==> src/sv/group_size_filter_relabel_macros.svh <==
// ----------------------------------------------------------------------------
// group_size_filter_relabel_macros.svh
// Assertion shorthands used by the top RTL file of the group size filter.
// ----------------------------------------------------------------------------
`ifndef GROUP_SIZE_FILTER_RELABEL_MACROS_SVH
`define GROUP_SIZE_FILTER_RELABEL_MACROS_SVH

// same-cycle implication, off while reset is high
`define GSFR_ASSERT_IMP(label, clk, rst, ante, cons, msg) \
   label: assert property (@(posedge clk) disable iff (rst) (ante) |-> (cons)) \
      else $error(msg);

// next-cycle implication, off while reset is high
`define GSFR_ASSERT_NXT(label, clk, rst, ante, cons, msg) \
   label: assert property (@(posedge clk) disable iff (rst) (ante) |=> (cons)) \
      else $error(msg);

`endif

==> src/sv/gsfr_pkg.sv <==
// ----------------------------------------------------------------------------
// gsfr_pkg
// Widths, codes and shared types of the group size filter and relabeler.
// ----------------------------------------------------------------------------
`default_nettype none

package gsfr_pkg;

   localparam int LABEL_W    = 12;
   localparam int COUNT_W    = 17;
   localparam int ACT_W      = 2;
   localparam int LCNT_W     = 13;
   localparam int CSR_ADDR_W = 1;
   localparam int REQ_DATA_W = 16;
   localparam int RSP_DATA_W = 24;

   localparam logic [COUNT_W-1:0] COUNT_MAX = '1;
   localparam logic [LABEL_W-1:0] LABEL_MAX = '1;

   // action codes
   localparam logic [ACT_W-1:0] ACT_COUNT   = 2'd0;
   localparam logic [ACT_W-1:0] ACT_FINISH  = 2'd1;
   localparam logic [ACT_W-1:0] ACT_RELABEL = 2'd2;

   // result kinds
   localparam logic KIND_REPORT  = 1'b0;
   localparam logic KIND_RELABEL = 1'b1;

   // register indexes
   localparam logic [CSR_ADDR_W-1:0] CSR_MIN_MEMBERS = 1'b0;
   localparam logic [CSR_ADDR_W-1:0] CSR_LABEL_COUNT = 1'b1;

   localparam logic [COUNT_W-1:0] MIN_MEMBERS_RST = 17'd1;
   localparam logic [LCNT_W-1:0]  LABEL_COUNT_RST = 13'd4096;

   typedef enum logic [3:0] {
      ST_CLEAR  = 4'b0001,
      ST_RUN    = 4'b0010,
      ST_WALK   = 4'b0100,
      ST_REPORT = 4'b1000
   } state_type;

   typedef struct packed {
      logic               done;
      logic [LABEL_W-1:0] kept;
   } walk_status_type;

endpackage

`default_nettype wire

==> src/sv/gsfr_walker.sv <==
// ----------------------------------------------------------------------------
// gsfr_walker
// Finish sequencer: reads every counter once, clears it, and writes the
// dense new label (or zero) into the map, one entry per cycle.
// ----------------------------------------------------------------------------
`default_nettype none

module gsfr_walker #(
   parameter int DEPTH = 4096,
   parameter int AW    = $clog2(DEPTH)
) (
   input  logic                          clock,
   input  logic                          reset,
   input  logic                          start,
   input  logic [gsfr_pkg::COUNT_W-1:0]  min_members,
   input  logic [gsfr_pkg::LCNT_W-1:0]   label_count,
   input  logic [gsfr_pkg::COUNT_W-1:0]  cnt_data,
   output logic                          rd_en,
   output logic [AW-1:0]                 rd_addr,
   output logic                          wr_en,
   output logic [AW-1:0]                 wr_addr,
   output logic [gsfr_pkg::LABEL_W-1:0]  map_data,
   output gsfr_pkg::walk_status_type     status
);
   import gsfr_pkg::*;

   localparam logic [AW-1:0] LAST_IDX = AW'(DEPTH - 1);

   logic               issue_ff;
   logic [AW-1:0]      idx_ff;
   logic               w1_valid_ff;
   logic [AW-1:0]      w1_idx_ff;
   logic [LABEL_W-1:0] next_ff;
   logic               keep;
   logic [LABEL_W-1:0] bumped;

   assign rd_en   = issue_ff;
   assign rd_addr = idx_ff;

   always_comb begin
      keep = (w1_idx_ff != '0) && (32'(w1_idx_ff) < 32'(label_count)) &&
             (cnt_data != '0) && (cnt_data >= min_members);
      bumped   = (next_ff == LABEL_MAX) ? next_ff : next_ff + LABEL_W'(1);
      map_data = keep ? bumped : '0;
   end

   assign wr_en       = w1_valid_ff;
   assign wr_addr     = w1_idx_ff;
   assign status.done = w1_valid_ff && (w1_idx_ff == LAST_IDX);
   assign status.kept = next_ff;

   always_ff @(posedge clock) begin
      w1_idx_ff <= idx_ff;
      if (start) begin
         idx_ff <= '0;
      end else if (issue_ff) begin
         idx_ff <= idx_ff + AW'(1);
      end
   end

   always_ff @(posedge clock) begin
      if (reset) begin
         issue_ff    <= 1'b0;
         w1_valid_ff <= 1'b0;
         next_ff     <= '0;
      end else begin
         w1_valid_ff <= issue_ff;
         if (start) begin
            issue_ff <= 1'b1;
            next_ff  <= '0;
         end else begin
            if (issue_ff && (idx_ff == LAST_IDX)) begin
               issue_ff <= 1'b0;
            end
            if (w1_valid_ff && keep) begin
               next_ff <= bumped;
            end
         end
      end
   end

endmodule

`default_nettype wire

==> config.mk <==
export PLATFORM = sky130hd
export DESIGN_NAME = gsfr_walker
export DESIGN_NICKNAME = d
export VERILOG_FILES = /design/src/sv/group_size_filter_relabel_macros.svh /design/src/sv/gsfr_pkg.sv /design/src/sv/gsfr_walker.sv
export SDC_FILE = /design/constraint.sdc
export NUM_CORES = 1
export LEC_CHECK = 0
export BUFFER_PORTS_ARGS = -buffer_cell sky130_fd_sc_hd__buf_4
export CAP_MARGIN = 20
export CORE_MARGIN = 1
export CORE_UTILIZATION = 48
export CTS_CLUSTER_SIZE = 8
export DETAILED_ROUTE_END_ITERATION = 7
export PLACE_DENSITY = 0.8
export SLEW_MARGIN = 30
export SYNTH_ARGS = -nofsm -noshare
export SYNTH_HDL_FRONTEND = slang
export SYNTH_SLANG_ARGS = --single-unit
==> constraint.sdc <==
create_clock -name clock -period 3.1 [get_ports clock]
set_clock_uncertainty 0.2 [all_clocks]
set_input_delay 0.31 -clock clock [delete_from_list [all_inputs] [get_ports clock]]
set_output_delay 0.31 -clock clock [all_outputs]
set_load 0.01 [all_outputs]
==> impl_metrics.py <==
metrics = {
    "placed_design": {
        "portBuffers": 100,
        "dp_hpwl_um": 4889,
        "placed_area_um2": 3246,
        "dp_cells": 457,
        "gp_congestion": 0.7974,
    },
    "pwr": {
        "p_int_mw": 0.8431,
        "p_sw_mw": 0.2583,
        "p_comb_share_pct": 16.0,
        "powerDensity_nw_per_um2": 326.3,
        "clockPowerShare_pct": 38.2,
        "power.leakage_nw": 1.592,
        "peakVddDrop_mv": 0.3523,
        "sw_frac_of_total_pct": 23.45,
        "seqPwrFrac_pct": 45.8,
    },
    "finish": {
        "n_antenna_cell": 0,
        "drive_gt1_share_pct": 29.65,
        "fin_cells": 465,
        "design_area_um2": 3376,
        "final_util_pct": 70.08,
        "layout.nets": 478,
        "areaGrowthSynthToFinish_pct": 38.29,
        "num-fill-cells": 423,
    },
    "yosys": {
        "synth_mux_area_share_pct": 1.640,
        "synth_simple_gate_area_share_pct": 24.86,
        "async_flop_share_pct": 0,
        "synth_cells": 297,
        "synth_compound_area_share_pct": 14.71,
        "ys_types": 43,
        "yosysTopAreaCell": "dfxtp_1",
        "synth_edf_count": 0,
        "yosys.area_share.adder_pct": 15.38,
        "ys_seq_elements": 38,
        "ys_seq_area_share_pct": 31.16,
        "synth_area_leaders": "dfxtp_1, ha_1, xor2_1",
        "yosys.area.top_type_share_pct": 31.16,
        "ys_warn_count": 0,
        "syn_area_per_cell_um2": 8.219,
        "synthFlopType": "dfxtp_1",
        "yosys.area_share.xor_xnor_pct": 6.099,
        "syn_area_um2": 2441,
        "synth_top_family_by_area": "simple AND/OR/NAND/NOR gates",
        "syn_nets": 377,
    },
    "route": {
        "drt_iter0_markers": 101,
        "routed_wl_um": 5975,
        "drcViolationCount": 0,
        "ant_nets": 0,
        "vias": 2486,
        "vias_per_cell": 5.346,
        "firstDrtPassIters": 4,
        "post_drt_wl_per_cell_um": 12.85,
    },
    "setup_path": {
        "required_ps": 2590,
        "criticalPathCategory": "flop to primary output",
        "crit_path_start": "wr_addr[10]$_DFF_P_",
        "cp_slowest_stage_delay_ps": 380,
        "crit_chain": "ha_1 > a21o_1 > a21oi_2 > o221ai_2 > nor3_1 > nand3_4 > a211oi_1 > buf_4",
        "crit_fanout": 22,
        "setup.worst_path.end_class": "primary output",
        "crit_path_start_kind": "flop",
        "worst_path_max_delay_cell": "dfxtp_1",
        "r2r_start": "wr_addr[10]$_DFF_P_",
        "critPathArrivalTime_ps": 2410,
        "critPathBufInv": 1,
        "critPathTopFamily": "compound AO/OA/AOI/OAI gates",
    },
    "sta": {
        "fin_hold_ws_ps": 114.1,
        "drv_slew": 0,
        "period_needed_ps": 2922,
        "hold_viol": 0,
        "fin_crit_sh_pct": 94.27,
        "fmax_mhz": 342.2,
        "setup_viol": 0,
        "tns_ps": 0,
        "slew_headroom_pct": 73.38,
        "max_slew.worst_pin.slew_ps": 396.9,
    },
    "global_routing": {
        "grt_antenna_before_repair": 0,
        "grt_usage_pct": 23.68,
        "grt_max_degree": 23,
        "grt_overflow": 0,
        "grt_pass1_wl_um": 9880,
        "first_global_vias": 2361,
    },
    "floorplanning": {
        "die_h_um": 73.32,
        "dieArea_um2": 5375,
        "rows": 25,
        "ios": 101,
        "core_area_um2": 4817,
        "start_util_pct": 50.68,
        "dieWidth_um": 73.32,
    },
    "clock_network": {
        "clockBufferDepth": 2,
        "root_buffer": "clkbuf_8",
        "clkTransAtPathRegs_ps": 70,
        "htreeDepth": 2,
        "cts_tree": "done",
        "cts_buffers": 5,
        "clkSinkCount": 38,
        "clk_latency_ps": 290,
    },
    "min_path": {
        "min_path_type": "input pin to flop",
        "hold_path.startpoint": "start",
    },
    "flow_run": {
        "drv_cap": 0,
    },
    "status": {
        "status": "completed",
    },
}
-- flip-flops by register name, summed over array words and instances, names as in the netlist --
name,count
wr_en,1
rd_addr,12
next_ff,12
wr_addr,12
rd_en,1
-- cells by family after synthesis --
kind of cell / Yosys count
XOR/XNOR: 17
AO/OA/AOI/OAI: 57
flip-flops: 38
AND/OR/NAND/NOR: 112
adder cells (fa/ha/maj): 30
buffers and inverters: 39
multiplexers: 4
-- power by group through the flow --
stage | Combinational [mW] | Clock [mW] | Sequential [mW]
finish | 0.176 | 0.421 | 0.504
global placement | 0.168 | 0 | 0.516
detailed placement | 0.173 | 0 | 0.516
global route | 0.200 | 0.446 | 0.505
floorplan | 0.0900 | 0 | 0.515
CTS | 0.175 | 0.431 | 0.504
-- cells in the mapped netlist, drive strengths merged, types with 5 or more instances --
library cell  number
nand2             23
xor2              15
a21oi             25
dfxtp             38
o21ai             16
nand3             12
and3               5
nor4               8
inv               31
ha                30
or3                9
nor2              26
nand4             15
-- worst paths after layout --
kind / cells past startpoint / to / slack (ps)
worst max-delay path: 8 / map_data[6] / 180
worst min-delay path: 2 / rd_addr[7]$_SDFFE_PP0P_ / 110
worst max register to register: 8 / next_ff[5]$_SDFFE_PP0P_ / 480
worst min register to register: 0 / wr_addr[5]$_DFF_P_ / 190
-- repair_timing --
action | in CTS | in global routing
hold buffers | 1 | 0
setup buffers | 0 | 0
gates resized for setup | 0 | 1
hold endpoints to repair | 1 | 0
endpoints found under the setup margin | 0 | 2
-- layout by cell type, fill, tap and decap left out, types with 13 or more instances in the layout --
cell / instances
inv_1: 31
dfxtp_1: 38
nand2_1: 23
buf_4: 100
a21oi_1: 24
xor2_1: 15
o21ai_0: 13
ha_1: 30
nor2_1: 25
nand4_1: 14
-- cell type report --
cell class	count	area [um2]	share of cell area, %
Clock buffer	6	82.58	2.446
Clock inverter	1	30.03	0.8895
Inverter	32	120.1	3.558
Multi-Input combinational cell	220	1538	45.55
Sequential cell	38	760.7	22.54
Tap cell	67	83.83	2.483
Timing Repair Buffer	101	760.7	22.54
-- metal layers --
metal | global-route usage (%) | up-vias | wire length, um
met2 | 43.62 | 65 | 2987
li1 | - | 1259 | -
met4 | 7.265 | 0 | 69
met5 | 0 | - | 0
met1 | 26.32 | 1156 | 2520
met3 | 6.584 | 6 | 398
-- stage by stage --
step | setup slack [ps] | power [mW]
after floorplan | 693.3 | 0.6052
after global routing | -27.82 | 1.151
after global placement | 381.2 | 0.6838
after CTS | 91.45 | 1.110
final | 177.5 | 1.101
after detailed placement | 329.6 | 0.6886
-- worst reg2reg max path, cell delays in order, from the launching register on --
cell and delay [ps]:
dfxtp_1 380, ha_1 260, a21o_1 180, a21oi_2 150, o221ai_2 130, nor3_1 320, nand3_4 260, or4_1 540
a21oi_1 140
Power figures use the tool's default switching activity.
